**src/bps_pkg.sv**
```systemverilog
// Shared types, codes and pattern tables of the buzzer pattern sequencer.
// Used by bps_engine and buzzer_pattern_sequencer; depends on nothing else.
package bps_pkg;

    localparam logic [1:0] CMD_TICK = 2'd0;
    localparam logic [1:0] CMD_PLAY = 2'd1;
    localparam logic [1:0] CMD_STOP = 2'd2;

    localparam logic [3:0] TONE_NONE      = 4'd0;
    localparam logic [3:0] TONE_CLICK     = 4'd1;
    localparam logic [3:0] TONE_EMERGENCY = 4'd7;
    localparam logic [3:0] TONE_SOS       = 4'd8;
    localparam logic [3:0] TONE_TEST      = 4'd12;

    localparam logic [2:0] CAT_NONE = 3'd7;

    localparam logic [1:0] REG_MASTER_ENABLE = 2'd0;
    localparam logic [1:0] REG_NIGHT_MUTE    = 2'd1;
    localparam logic [1:0] REG_CATEGORY_MASK = 2'd2;

    localparam int unsigned STEP_COUNT = 55;

    localparam logic [7:0] STEP_DUR [0:STEP_COUNT-1] = '{
        8'd40,
        8'd35, 8'd50, 8'd35,
        8'd40, 8'd50, 8'd40, 8'd50, 8'd60,
        8'd50, 8'd70, 8'd50,
        8'd35, 8'd110, 8'd55,
        8'd90, 8'd70, 8'd90, 8'd70, 8'd120,
        8'd70, 8'd60, 8'd70, 8'd60, 8'd70, 8'd180, 8'd210, 8'd60, 8'd210,
        8'd60, 8'd210, 8'd180, 8'd70, 8'd60, 8'd70, 8'd60, 8'd70,
        8'd12, 8'd35, 8'd14, 8'd35, 8'd12, 8'd35, 8'd14,
        8'd18, 8'd35, 8'd32,
        8'd14, 8'd30, 8'd65,
        8'd60, 8'd60, 8'd60, 8'd60, 8'd100
    };

    typedef struct packed {
        logic       master_enable;
        logic       night_mute;
        logic [6:0] category_mask;
    } cfg_t;

    typedef struct packed {
        logic [3:0] active_tone;
        logic [4:0] step_index;
        logic [7:0] step_elapsed_ms;
        logic       pattern_level;
        logic [3:0] click_remaining;
    } seq_state_t;

    typedef struct packed {
        logic       buzzer_level;
        logic       playing;
        logic [3:0] current_tone;
    } seq_status_t;

    function automatic logic [7:0] step_dur(input logic [5:0] idx);
        if (idx < 6'(STEP_COUNT)) begin
            return STEP_DUR[idx];
        end
        return 8'd255;
    endfunction

    function automatic logic [5:0] tone_off(input logic [3:0] tone);
        logic [5:0] off;
        unique case (tone)
            4'd3:    off = 6'd1;
            4'd4:    off = 6'd4;
            4'd5:    off = 6'd9;
            4'd6:    off = 6'd12;
            4'd7:    off = 6'd15;
            4'd8:    off = 6'd20;
            4'd9:    off = 6'd37;
            4'd10:   off = 6'd44;
            4'd11:   off = 6'd47;
            4'd12:   off = 6'd50;
            default: off = 6'd0;
        endcase
        return off;
    endfunction

    function automatic logic [4:0] tone_len(input logic [3:0] tone);
        logic [4:0] len;
        unique case (tone)
            4'd2:    len = 5'd1;
            4'd3:    len = 5'd3;
            4'd4:    len = 5'd5;
            4'd5:    len = 5'd3;
            4'd6:    len = 5'd3;
            4'd7:    len = 5'd5;
            4'd8:    len = 5'd17;
            4'd9:    len = 5'd7;
            4'd10:   len = 5'd3;
            4'd11:   len = 5'd3;
            4'd12:   len = 5'd5;
            default: len = 5'd0;
        endcase
        return len;
    endfunction

    function automatic logic [2:0] tone_cat(input logic [3:0] tone);
        logic [2:0] cat;
        unique case (tone)
            4'd1:                 cat = 3'd0;
            4'd2:                 cat = 3'd1;
            4'd3:                 cat = 3'd2;
            4'd4:                 cat = 3'd3;
            4'd5, 4'd6:           cat = 3'd4;
            4'd7, 4'd8:           cat = 3'd5;
            4'd9, 4'd10, 4'd11:   cat = 3'd6;
            default:              cat = CAT_NONE;
        endcase
        return cat;
    endfunction

endpackage

```
**src/bps_engine.sv**
```systemverilog
// Sequencer state and its next-state logic for one transfer.
// Depends on bps_pkg for the tables, codes and the state and status structs.
module bps_engine #(
    parameter int unsigned CLICK_TICKS = 12
) (
    input  logic                 aclk,
    input  logic                 aresetn,
    input  logic                 item_accept,
    input  logic [1:0]           item_cmd,
    input  logic [3:0]           item_tone,
    input  logic                 item_force_req,
    input  logic                 item_is_night,
    input  bps_pkg::cfg_t        cfg,
    output bps_pkg::seq_status_t status_next
);
    import bps_pkg::*;

    seq_state_t state_reg;
    seq_state_t state_next;

    always_ff @(posedge aclk) begin
        if (!aresetn) begin
            state_reg <= '0;
        end else if (item_accept) begin
            state_reg <= state_next;
        end
    end

    always_comb begin
        logic [4:0] len;
        logic [7:0] elapsed_inc;
        logic [4:0] step_inc;
        logic [7:0] dur;
        logic       bypass;
        logic       night_block;
        logic       cat_ok;
        logic [7:0] cat_mask_ext;
        logic       pass;

        state_next   = state_reg;
        len          = tone_len(state_reg.active_tone);
        elapsed_inc  = (state_reg.step_elapsed_ms == 8'd255) ? 8'd255
                                                             : state_reg.step_elapsed_ms + 8'd1;
        step_inc     = state_reg.step_index + 5'd1;
        dur          = step_dur(tone_off(state_reg.active_tone)
                                + {1'b0, state_reg.step_index});
        bypass       = item_force_req || (item_tone == TONE_TEST);
        night_block  = cfg.night_mute && item_is_night
                       && (item_tone != TONE_EMERGENCY) && (item_tone != TONE_SOS);
        cat_mask_ext = {1'b1, cfg.category_mask};
        cat_ok       = cat_mask_ext[tone_cat(item_tone)];
        pass         = bypass || (cfg.master_enable && !night_block && cat_ok
                                  && !(state_reg.active_tone > item_tone));

        unique case (item_cmd)
            CMD_TICK: begin
                if (state_reg.click_remaining != 4'd0) begin
                    state_next.click_remaining = state_reg.click_remaining - 4'd1;
                end
                if (state_reg.active_tone != TONE_NONE) begin
                    if (len == 5'd0 || state_reg.step_index >= len) begin
                        state_next.active_tone     = TONE_NONE;
                        state_next.step_index      = '0;
                        state_next.step_elapsed_ms = '0;
                        state_next.pattern_level   = 1'b0;
                    end else begin
                        state_next.step_elapsed_ms = elapsed_inc;
                        if (elapsed_inc >= dur) begin
                            if (step_inc >= len) begin
                                state_next.active_tone     = TONE_NONE;
                                state_next.step_index      = '0;
                                state_next.step_elapsed_ms = '0;
                                state_next.pattern_level   = 1'b0;
                            end else begin
                                state_next.step_index      = step_inc;
                                state_next.step_elapsed_ms = '0;
                                state_next.pattern_level   = ~step_inc[0];
                            end
                        end
                    end
                end
            end
            CMD_PLAY: begin
                priority if (item_tone == TONE_NONE) begin
                    state_next.active_tone     = TONE_NONE;
                    state_next.step_index      = '0;
                    state_next.step_elapsed_ms = '0;
                    state_next.pattern_level   = 1'b0;
                end else if (item_tone <= TONE_TEST && pass) begin
                    if (item_tone == TONE_CLICK) begin
                        state_next.click_remaining = 4'(CLICK_TICKS);
                    end else begin
                        state_next.active_tone     = item_tone;
                        state_next.step_index      = '0;
                        state_next.step_elapsed_ms = '0;
                        state_next.pattern_level   = 1'b1;
                    end
                end else begin
                end
            end
            CMD_STOP: begin
                state_next.active_tone     = TONE_NONE;
                state_next.step_index      = '0;
                state_next.step_elapsed_ms = '0;
                state_next.pattern_level   = 1'b0;
            end
            default: begin
            end
        endcase
    end

    assign status_next.buzzer_level = state_next.pattern_level
                                      || (state_next.click_remaining != 4'd0);
    assign status_next.playing      = (state_next.active_tone != TONE_NONE);
    assign status_next.current_tone = state_next.active_tone;

endmodule

```
**src/buzzer_pattern_sequencer.sv**
```systemverilog
// Top level of the buzzer pattern sequencer: APB registers, handshake and result register.
// Depends on bps_pkg and bps_engine.
// A result is registered and is valid in the cycle after its input transfer.
// Throughput: one transfer per cycle while results are taken; the result register is refilled as it is taken.
// Reset (aresetn low at a clock edge) clears the tone state and loads the registers.
module buzzer_pattern_sequencer #(
    parameter int unsigned CLICK_TICKS = 12
) (
    input  logic        aclk,
    input  logic        aresetn,
    input  logic        psel,
    input  logic        penable,
    input  logic        pwrite,
    input  logic [3:0]  paddr,
    input  logic [31:0] pwdata,
    output logic [31:0] prdata,
    output logic        pready,
    input  logic        s_valid,
    output logic        s_ready,
    input  logic [1:0]  s_cmd,
    input  logic [3:0]  s_tone,
    input  logic        s_force_req,
    input  logic        s_is_night,
    output logic        m_valid,
    input  logic        m_ready,
    output logic        m_buzzer_level,
    output logic        m_playing,
    output logic [3:0]  m_current_tone
);
    import bps_pkg::*;

    cfg_t        cfg_reg;
    seq_status_t status_next;
    seq_status_t result_reg;
    logic        m_valid_reg;
    logic        in_accept;
    logic        cfg_write;

    assign pready    = 1'b1;
    assign cfg_write = psel && penable && pwrite && pready;
    assign s_ready   = !m_valid_reg || m_ready;
    assign in_accept = s_valid && s_ready;

    always_ff @(posedge aclk) begin
        if (!aresetn) begin
            cfg_reg.master_enable <= 1'b1;
            cfg_reg.night_mute    <= 1'b0;
            cfg_reg.category_mask <= 7'h7f;
        end else if (cfg_write) begin
            unique case (paddr[3:2])
                REG_MASTER_ENABLE: cfg_reg.master_enable <= pwdata[0];
                REG_NIGHT_MUTE:    cfg_reg.night_mute    <= pwdata[0];
                REG_CATEGORY_MASK: cfg_reg.category_mask <= pwdata[6:0];
                default: begin
                end
            endcase
        end
    end

    always_comb begin
        unique case (paddr[3:2])
            REG_MASTER_ENABLE: prdata = {31'd0, cfg_reg.master_enable};
            REG_NIGHT_MUTE:    prdata = {31'd0, cfg_reg.night_mute};
            REG_CATEGORY_MASK: prdata = {25'd0, cfg_reg.category_mask};
            default:           prdata = 32'd0;
        endcase
    end

    bps_engine #(
        .CLICK_TICKS(CLICK_TICKS)
    ) u_engine (
        .aclk          (aclk),
        .aresetn       (aresetn),
        .item_accept   (in_accept),
        .item_cmd      (s_cmd),
        .item_tone     (s_tone),
        .item_force_req(s_force_req),
        .item_is_night (s_is_night),
        .cfg           (cfg_reg),
        .status_next   (status_next)
    );

    always_ff @(posedge aclk) begin
        if (!aresetn) begin
            m_valid_reg <= 1'b0;
        end else if (in_accept) begin
            m_valid_reg <= 1'b1;
        end else if (m_ready) begin
            m_valid_reg <= 1'b0;
        end
    end

    always_ff @(posedge aclk) begin
        if (in_accept) begin
            result_reg <= status_next;
        end
    end

    assign m_valid        = m_valid_reg;
    assign m_buzzer_level = result_reg.buzzer_level;
    assign m_playing      = result_reg.playing;
    assign m_current_tone = result_reg.current_tone;

    // A stop transfer always leaves the sequencer without an active tone.
    assert property (@(posedge aclk) disable iff (!aresetn)
        (in_accept && s_cmd == CMD_STOP) |=> (!m_playing && m_current_tone == TONE_NONE))
        else $error("tone still active after stop");

    // A forced click always drives the buzzer on the next result.
    assert property (@(posedge aclk) disable iff (!aresetn)
        (in_accept && s_cmd == CMD_PLAY && s_tone == TONE_CLICK && s_force_req)
        |=> m_buzzer_level)
        else $error("forced click did not drive the buzzer");

    // Every accepted transfer produces a result in the next cycle.
    assert property (@(posedge aclk) disable iff (!aresetn)
        in_accept |=> m_valid)
        else $error("result missing after input transfer");

    // The playing flag and the tone code agree.
    assert property (@(posedge aclk) disable iff (!aresetn)
        m_valid |-> (m_playing == (m_current_tone != TONE_NONE)))
        else $error("playing flag disagrees with tone code");

endmodule
```
**config.mk**
```make
export PLATFORM = sky130hd
export DESIGN_NAME = buzzer_pattern_sequencer
export DESIGN_NICKNAME = d
export VERILOG_FILES = /design/src/bps_pkg.sv /design/src/bps_engine.sv /design/src/buzzer_pattern_sequencer.sv
export SDC_FILE = /design/constraint.sdc
export NUM_CORES = 1
export LEC_CHECK = 0
export BUFFER_PORTS_ARGS = -buffer_cell sky130_fd_sc_hd__buf_2
export CAP_MARGIN = 5
export CORE_MARGIN = 4
export CORE_UTILIZATION = 30
export CTS_CLUSTER_DIAMETER = 200
export DETAILED_ROUTE_END_ITERATION = 7
export GPL_TIMING_DRIVEN = 0
export PLACE_DENSITY_LB_ADDON = 0.3
export RECOVER_POWER = 100
export SLEW_MARGIN = 10
export SYNTH_ARGS = -nofsm -noshare
export SYNTH_HDL_FRONTEND = slang
export SYNTH_HIERARCHICAL = 1
export SYNTH_SLANG_ARGS = --single-unit
export TNS_END_PERCENT = 1
```
**constraint.sdc**
```tcl
create_clock -name aclk -period 11.6 [get_ports aclk]
set_clock_uncertainty 0.1 [all_clocks]
set_input_delay 1.74 -clock aclk [delete_from_list [all_inputs] [get_ports aclk]]
set_output_delay 1.74 -clock aclk [all_outputs]
set_load 0.01 [all_outputs]
```
==> impl_table.tex, run 1 <==
\begin{tabular}{lr}
\hline
Metric & Value \\
\hline
\multicolumn{2}{l}{\textbf{Outcome}} \\
\quad Run status & finished, final reports clean \\
\multicolumn{2}{l}{\textbf{Finish}} \\
\quad Filler cells & roughly 1,500 \\
\quad Fraction of layout cells with a size suffix above 1 & 0.134 \\
\quad Synthesis-to-finish area growth & 13.0\% \\
\quad Total Nets Final & a little over 700 \\
\quad Count of inserted antenna diode cells & 0 \\
\quad Final instance area & about 5000 um\^{}2 \\
\quad Cell Count, Final, Fillers Out & 800 \\
\multicolumn{2}{l}{\textbf{Drt}} \\
\quad Total via count in the routed design & 4,038 \\
\quad Via density & 5.05 \\
\quad Detailed Routing Iterations Pass 1 & 5 \\
\quad Number of DRC markers after the initial detailed-route iteration & 248 \\
\quad Number of antenna-violating nets in the routed design & 0 \\
\quad WL final & $\sim$11,000 um \\
\quad Routed length per placed instance & roughly 14 um \\
\quad Number of remaining DRC errors & 0 \\
\multicolumn{2}{l}{\textbf{Worst hold path}} \\
\quad Instance count along the most critical hold path & 2 \\
\quad Min-delay worst type & reg -> reg \\
\multicolumn{2}{l}{\textbf{Timing}} \\
\quad RSZ-0062 raised after global routing & no \\
\quad Transition at the pin with the smallest max-transition slack & slightly below 1000 ps \\
\quad Portion of the clock cycle consumed by the worst path in the final layout & 0.484 \\
\quad Max-slew violations & 0 \\
\quad Tightest slew margin relative to the limit & 0.346 \\
\quad Final setup violation count & 0 \\
\quad Hold violation total from the final report & 0 \\
\quad Maximum clock frequency & roughly 0.18 GHz \\
\quad Final sum of negative setup slack & 0 ps \\
\quad Fin crit period & approximately 5600 ps \\
\multicolumn{2}{l}{\textbf{Global routing}} \\
\quad GRT Util Overall & 0.131 \\
\quad Global-route wire length before repair & 17,800 um \\
\quad Total congestion overflow after global routing & 0 \\
\quad Initial antenna violation count & 0 \\
\quad Maximum number of pins on one net before global-route repair & 16 \\
\quad Via count of the first global-routing pass & about 3,800 \\
\multicolumn{2}{l}{\textbf{Floorplanning}} \\
\quad Row Count & 43 \\
\quad Y dimension of the die & about 130 um \\
\quad Starting utilization of the core area & 0.311 \\
\quad Die area & about 17,000 um\^{}2 \\
\quad Std-Cell Core Area & 14,100 um\^{}2 \\
\quad DIE WIDTH & 129 um \\
\quad I/O pin count & just over 90 \\
\multicolumn{2}{l}{\textbf{Clocking}} \\
\quad Number of cells upsized or downsized after cts & 0 \\
\quad H-tree levels & 2 \\
\quad Reg clk slew, reported paths & 60 ps \\
\quad Inserted Clock Buffers & 5 \\
\quad TritonCTS clock tree & built \\
\quad Hold-fix buffers, CTS & 0 \\
\quad Clock latency at the later pin of the worst-skew pair & about 300 ps \\
\quad Number of clock sinks & 48 \\
\quad Clock tree root driver cell & sky130\_fd\_sc\_hd\_\_clkbuf\_16 \\
\quad Count of buffers added by post-CTS timing repair for setup & 0 \\
\quad Maximum clock path buffer count & 2 \\
\multicolumn{2}{l}{\textbf{Synthesis}} \\
\quad Share of flip-flops with an asynchronous set or reset after synthesis & 0 \\
\quad Most frequently used flop master after synthesis & sky130\_fd\_sc\_hd\_\_dfxtp\_1 \\
\quad Average cell area after synthesis & 7.95 um\^{}2 \\
\quad Number of warnings issued by yosys & 6 \\
\quad Sequential share of the synthesized area & 0.233 \\
\quad Gate count of the mapped netlist & approximately 550 \\
\quad EDFF count, synth & 6 \\
\quad Cell Area, Synth & 4390 um\^{}2 \\
\quad Flip-flop and latch count after synthesis & 48 \\
\quad Synth unique cells & 69 \\
\multicolumn{2}{l}{\textbf{Worst setup path}} \\
\quad Endpoint kind of the worst setup timing path & flip-flop \\
\quad Cell type with the highest occurrence count on the critical path & sky130\_fd\_sc\_hd\_\_ha\_1 \\
\quad Slowest stage delay, CP & 580 ps \\
\quad Maximum net fanout on the critical path & 10 \\
\quad Sequence of cells on the critical path & ha\_1 -> fa\_1 -> xor2\_1 -> clkbuf\_1 -> o21ai\_0 -> a311oi\_1 -> a21oi\_1 -> ha\_1 -> a2111oi\_0 -> o21a\_1 -> nor3\_1 -> o21a\_1 -> o211ai\_1 -> a32oi\_1 -> nor2\_1 -> inv\_1 -> ha\_1 -> and2\_0 -> a22o\_1 \\
\quad Critical Path Source Type & flip-flop \\
\quad Worst setup path category & reg -> reg \\
\quad Setup slack of the worst register-to-register path & between 5000 and 6000 ps \\
\quad Depth of the worst register-to-register path & 19 \\
\quad Data required time of the critical path & approximately 12,000 ps \\
\quad Worst endpoint data arrival time & 5700 ps \\
\quad Worst path slowest cell & sky130\_fd\_sc\_hd\_\_xor2\_1 \\
\multicolumn{2}{l}{\textbf{Place}} \\
\quad Post-placement cell count & between 700 and 800 \\
\quad PortBufs & 36 \\
\quad Half-perimeter wire length of the detailed placement result & a little under 9000 um \\
\quad Post-DP Area & slightly below 5000 um\^{}2 \\
\quad GPL Wtd Cong & around 0.90 \\
\multicolumn{2}{l}{\textbf{Power}} \\
\quad Power per standard cell area & between 80 and 90 nW/um\^{}2 \\
\quad Static Leak & 2.17 nW \\
\quad Peak VDD IR & between 40 and 50 uV \\
\multicolumn{2}{l}{\textbf{Flow run}} \\
\quad Max-cap violations & 0 \\
\hline
\end{tabular}
==> area by class of cell <==
type / count / area [um^2] / share of cell area
multi-input cells: 431 / 2850 / 0.575
flip-flops and latches: 48 / 1020 / 0.206
clock inverters: 2 / 38.8 / 0.00782
plain buffers: 57 / 368 / 0.0742
repair buffers: 36 / 166 / 0.0336
inverters: 40 / 150 / 0.0303
well taps: 180 / 225 / 0.0454
clock buffers: 6 / 139 / 0.0280
==> kinds of logic (layout without fill, tap and decap cells) <==
group / after synthesis / count (layout) / share of synthesized area
simple gates: 185 / 185 / 0.210
compound gates: 144 / 144 / 0.231
buf+inv: 97 / 141 / 0.122
flops: 48 / 48 / 0.233
fa+ha+maj: 45 / 45 / 0.130
mux: 16 / 16 / 0.0425
xor+xnor: 15 / 15 / 0.0299
other cells: 2 / 26 / 0.00171
==> final timing paths <==
check,startpoint,to
worst min-delay path,u_engine/state_reg[4],u_engine/state_reg[4]
worst min register to register,u_engine/state_reg[4],u_engine/state_reg[4]
worst max-delay path,u_engine/state_reg[13],flip-flop
worst max register to register,u_engine/state_reg[13],flip-flop
==> worst max-delay path, delay by kind of cell, from the launching register on <==
family | cells | cell delay [ps]
adders and majority gates | 4 | 1280
xor gates and xnor gates | 1 | 580
DFF | 1 | 390
buffers and inverters | 2 | 510
and+or+nand+nor | 3 | 580
AOI/OAI and AO/OA | 9 | 2050
==> power by group <==
group,internal [W],switching [W]
clock network,0.000108,0.0000654
registers,0.000173,0.00000331
logic,0.0000324,0.0000475
total,0.000314,0.000116
==> metrics by stage <==
stage	worst slack (ps)	utilization	power, W	hold WS [ps]
6_report	5980	0.352	0.000430	378
5_1_grt	5490	0.352	0.000449	409
4_1_cts	6150	0.359	0.000436	374
3_5_place_dp	6170	0.347	0.000262	365
3_3_place_gp	6120	0.347	0.000261	353
2_1_floorplan	6900	-	0.000240	335
==> placed cells by master, fill, tap and decap left out, drive strengths merged, types with 3 or more instances in the layout <==
cell type / netlist / layout
nand2b: 9 / 9
a31oi: 3 / 3
nor2: 48 / 48
a22o: 5 / 5
buf: 43 / 60
a22oi: 4 / 4
nor4: 6 / 6
a41oi: 5 / 5
a2111oi: 4 / 4
xor2: 7 / 7
nor3: 16 / 16
clkbuf: 14 / 39
a32oi: 3 / 3
dfxtp: 42 / 42
nor2b: 8 / 8
inv: 39 / 39
o211ai: 12 / 12
o21ai: 20 / 20
nand2: 51 / 51
and3: 3 / 3
o41ai: 3 / 3
nand3: 19 / 19
edfxtp: 6 / 6
conb: 2 / 26
a21oi: 44 / 44
and2: 12 / 12
a311oi: 3 / 3
a32o: 3 / 3
o22ai: 8 / 8
xnor2: 8 / 8
o21a: 7 / 7
ha: 44 / 44
a211oi: 3 / 3
mux2i: 13 / 13
or2: 3 / 3
==> synth_stat cells, types with 9 or more instances <==
cell / number / area share
sky130_fd_sc_hd__a21oi_1: 41 / 0.047
sky130_fd_sc_hd__and2_1: 9 / 0.013
sky130_fd_sc_hd__buf_4: 30 / 0.051
sky130_fd_sc_hd__clkbuf_1: 14 / 0.012
sky130_fd_sc_hd__dfxtp_1: 42 / 0.19
sky130_fd_sc_hd__ha_1: 44 / 0.13
sky130_fd_sc_hd__inv_1: 38 / 0.032
sky130_fd_sc_hd__mux2i_1: 13 / 0.030
sky130_fd_sc_hd__nand2_1: 51 / 0.044
sky130_fd_sc_hd__nand3_1: 19 / 0.022
sky130_fd_sc_hd__nor2_1: 48 / 0.041
sky130_fd_sc_hd__nor3_1: 16 / 0.018
sky130_fd_sc_hd__o21ai_0: 19 / 0.022
==> layer usage <==
layer	track usage	vias to the layer above	share of wire
li1	-	2047	-
met1	0.172	1869	0.48
met3	0.0303	11	0.051
met5	0	-	0
met2	0.219	111	0.46
met4	0.0296	0	0.0096
Note: power is estimated with default switching activity, not from simulation.
==> inputs of run 2 (changes only) <==
- ABC_AREA: unset -> 1
- clock period: 11.6 -> 5.55 ns (I/O delays scaled with it)
==> run 2 against run 1 <==
Effect of this change: total power grew 130%; area after synthesis grew 1.3%; maximum frequency grew 14%; first-iteration DRC count shrank 15%; sequential share of layout area shrank 0.19 points; flip-flop and latch count is the same; clock power grew 68%.
==> impl_table.tex, run 2 <==
\begin{tabular}{lr}
\hline
Metric & Value \\
\hline
\multicolumn{2}{l}{\textbf{Finish}} \\
\quad Filler cells & $\sim$1,600 \\
\quad Fraction of layout cells with a size suffix above 1 & 0.127 \\
\quad Sequential cell area & a little over 1000 um\^{}2 \\
\quad Synthesis-to-finish area growth & 12.6\% \\
\quad Total Nets Final & around 820 \\
\quad Leading cell type in the layout, fill and taps excluded & sky130\_fd\_sc\_hd\_\_nand2\_1 \\
\quad Count of inserted antenna diode cells & 0 \\
\quad Highest-count cells in the layout ignoring fill and taps & sky130\_fd\_sc\_hd\_\_nand2\_1, sky130\_fd\_sc\_hd\_\_inv\_1, sky130\_fd\_sc\_hd\_\_nor2\_1 \\
\quad Area of the multi-input gates & 2770 um\^{}2 \\
\multicolumn{2}{l}{\textbf{Worst setup path}} \\
\quad Worst endpoint data arrival time & around 5000 ps \\
\quad Endpoint kind of the worst setup timing path & flip-flop \\
\quad Cell type with the highest occurrence count on the critical path & sky130\_fd\_sc\_hd\_\_nand2\_1 \\
\quad Slowest stage delay, CP & a little over 400 ps \\
\quad Worst path slowest cell & sky130\_fd\_sc\_hd\_\_fa\_1 \\
\quad Maximum net fanout on the critical path & 10 \\
\quad Worst setup path category & reg -> reg \\
\quad Data required time of the critical path & roughly 5600 ps \\
\quad Critical Path Source Type & flip-flop \\
\multicolumn{2}{l}{\textbf{Synthesis}} \\
\quad Synth unique cells & between 50 and 60 \\
\quad Number of warnings issued by yosys & 6 \\
\quad Most area-hungry cell type in the Yosys netlist & sky130\_fd\_sc\_hd\_\_dfxtp\_1 \\
\quad Cell Area, Synth & approximately 4400 um\^{}2 \\
\quad Gate count of the mapped netlist & 658 \\
\quad Leading post-synthesis cells by cell area & sky130\_fd\_sc\_hd\_\_dfxtp\_1, sky130\_fd\_sc\_hd\_\_ha\_1, sky130\_fd\_sc\_hd\_\_nand2\_1 \\
\quad Share of the synthesized area in the top cell type & 0.189 \\
\quad Share of flip-flops with an asynchronous set or reset after synthesis & 0 \\
\quad EDFF count, synth & 6 \\
\quad Most repeated cell in the gate-level netlist after synthesis & sky130\_fd\_sc\_hd\_\_nand2\_1 \\
\quad Average cell area after synthesis & around 6.8 um\^{}2 \\
\quad Top cells by instance count after synthesis & sky130\_fd\_sc\_hd\_\_nand2\_1, sky130\_fd\_sc\_hd\_\_inv\_1, sky130\_fd\_sc\_hd\_\_nor2\_1 \\
\quad Flip-flop and latch count after synthesis & 48 \\
\quad Sequential share of the synthesized area & 0.230 \\
\quad Most frequently used flop master after synthesis & sky130\_fd\_sc\_hd\_\_dfxtp\_1 \\
\multicolumn{2}{l}{\textbf{Timing}} \\
\quad RSZ-0062 raised after global routing & no \\
\quad Final setup violation count & 0 \\
\quad Final sum of negative setup slack & 0 ps \\
\quad Transition at the pin with the smallest max-transition slack & 734 ps \\
\quad Portion of the clock cycle consumed by the worst path in the final layout & 0.886 \\
\quad Fin crit period & slightly below 5000 ps \\
\quad Maximum clock frequency & between 0.2 and 0.25 GHz \\
\quad Max-slew violations & 0 \\
\quad Hold violation total from the final report & 0 \\
\quad Tightest slew margin relative to the limit & 0.507 \\
\multicolumn{2}{l}{\textbf{Floorplanning}} \\
\quad Std-Cell Core Area & about 15,000 um\^{}2 \\
\quad Die area & 16,800 um\^{}2 \\
\quad Y dimension of the die & between 100 and 150 um \\
\quad Row Count & 44 \\
\quad Starting utilization of the core area & 0.306 \\
\quad I/O pin count & 92 \\
\quad DIE WIDTH & 130 um \\
\multicolumn{2}{l}{\textbf{Drt}} \\
\quad Routed length per placed instance & around 11 um \\
\quad WL final & 9990 um \\
\quad Number of antenna-violating nets in the routed design & 0 \\
\quad Number of remaining DRC errors & 0 \\
\quad Number of DRC markers after the initial detailed-route iteration & between 200 and 250 \\
\quad Via density & 4.52 \\
\quad Total via count in the routed design & 4,110 \\
\quad Detailed Routing Iterations Pass 1 & 5 \\
\multicolumn{2}{l}{\textbf{Clocking}} \\
\quad Inserted Clock Buffers & 5 \\
\quad Number of clock sinks & 48 \\
\quad Clock latency at the later pin of the worst-skew pair & 290 ps \\
\quad Reg clk slew, reported paths & approximately 60 ps \\
\quad Maximum clock path buffer count & 2 \\
\quad Hold-fix buffers, CTS & 0 \\
\quad Clock tree root driver cell & sky130\_fd\_sc\_hd\_\_clkbuf\_16 \\
\quad H-tree levels & 2 \\
\quad TritonCTS clock tree & built \\
\multicolumn{2}{l}{\textbf{Global routing}} \\
\quad Global-route wire length before repair & about 17,000 um \\
\quad Total congestion overflow after global routing & 0 \\
\quad Maximum number of pins on one net before global-route repair & 15 \\
\quad GRT Util Overall & 0.120 \\
\quad Initial antenna violation count & 0 \\
\quad Via count of the first global-routing pass & approximately 3,700 \\
\multicolumn{2}{l}{\textbf{Power}} \\
\quad Static Leak & about 2.7 nW \\
\quad Peak VDD IR & 151 uV \\
\quad Power per standard cell area & between 200 and 250 nW/um\^{}2 \\
\quad Total design power & around 0.001 W \\
\multicolumn{2}{l}{\textbf{Place}} \\
\quad GPL Wtd Cong & about 0.87 \\
\quad PortBufs & 36 \\
\quad Half-perimeter wire length of the detailed placement result & just over 8000 um \\
\multicolumn{2}{l}{\textbf{Outcome}} \\
\quad Run status & finished, final reports clean \\
\multicolumn{2}{l}{\textbf{Flow run}} \\
\quad Max-cap violations & 0 \\
\multicolumn{2}{l}{\textbf{Worst hold path}} \\
\quad Min-delay worst type & reg -> reg \\
\hline
\end{tabular}
run 2: cell types whose count changed after synthesis, moves of 9 or more:
cell,previous run,this run
sky130_fd_sc_hd__o21ai_0,19,35
sky130_fd_sc_hd__nand3_1,19,57
sky130_fd_sc_hd__inv_1,38,94
sky130_fd_sc_hd__and2_1,9,0
sky130_fd_sc_hd__nand2_2,0,11
sky130_fd_sc_hd__nor2_1,48,61
sky130_fd_sc_hd__mux2i_1,13,0
sky130_fd_sc_hd__nor3_1,16,7
sky130_fd_sc_hd__nand2_1,51,127
run 2: worst max-delay path, delay by kind of cell, from the launching register on:
family,cells,cell delay (ps)
AOI/OAI and AO/OA,6,790
adders and majority gates,4,1160
xor gates and xnor gates,1,220
DFF,1,380
and+or+nand+nor,12,1540
buffers and inverters,3,600
run 2: metal layers:
layer  vias to the layer above  global-route usage  routed length, um
met2                        88               0.193               4370
met1                      1780               0.169               5060
met3                        12              0.0164                417
li1                       2230                   -                  -
met5                         -                   0                  0
met4                         0              0.0330                146
run 2: cell type report:
class,count,share of cell area
plain buffers,42,0.0572
clock buffers,5,0.0250
clock inverters,2,0.00250
inverters,104,0.0790
multi-input cells,488,0.554
flip-flops and latches,48,0.204
well taps,184,0.0460
repair buffers,36,0.0322
run 2: path summary, 6_finish.rpt:
| path | from | end | slack, ps | cells after the start |
|---|---|---|---|---|
| hold / removal | cfg_reg[5] | cfg_reg[5] | 390 | 2 |
| setup / recovery | u_engine/state_reg[13] | flip-flop | 640 | 26 |
| hold reg to reg | cfg_reg[5] | cfg_reg[5] | 390 | 2 |
| setup reg to reg | u_engine/state_reg[13] | flip-flop | 640 | 26 |
run 2: power by group:
group / total [W] / internal (W) / switching (W) / leakage, nW
Clock: 0.000290 / 0.000164 / 0.000127 / 0.0657
Sequential: 0.000386 / 0.000374 / 0.0000120 / 0.402
Combinational: 0.000328 / 0.000119 / 0.000208 / 2.22
Total: 0.00100 / 0.000657 / 0.000347 / 2.68
run 2: timing repair:
action,CTS,global route
buffers inserted,0,0
resized for setup,0,3
endpoints found under the setup margin,0,4
run 2: cells by family after synthesis:
| family | share of synthesized area |
|---|---|
| compound gates | 0.154 |
| fa+ha+maj | 0.128 |
| flops | 0.230 |
| simple gates | 0.311 |
| other cells | 0.00169 |
| xor+xnor | 0.0214 |
| buf+inv | 0.155 |
run 2: stage by stage:
step,util,worst slack (ps),hold WS [ps],std cells,instance area (um^2)
5_1_grt,0.344,69.1,425,909,5010
6_report,0.344,635,385,909,5010
2_1_floorplan,-,1350,350,682,4540
3_3_place_gp,0.340,387,370,902,4950
3_5_place_dp,0.341,509,377,902,4950
4_1_cts,0.350,468,389,909,5090
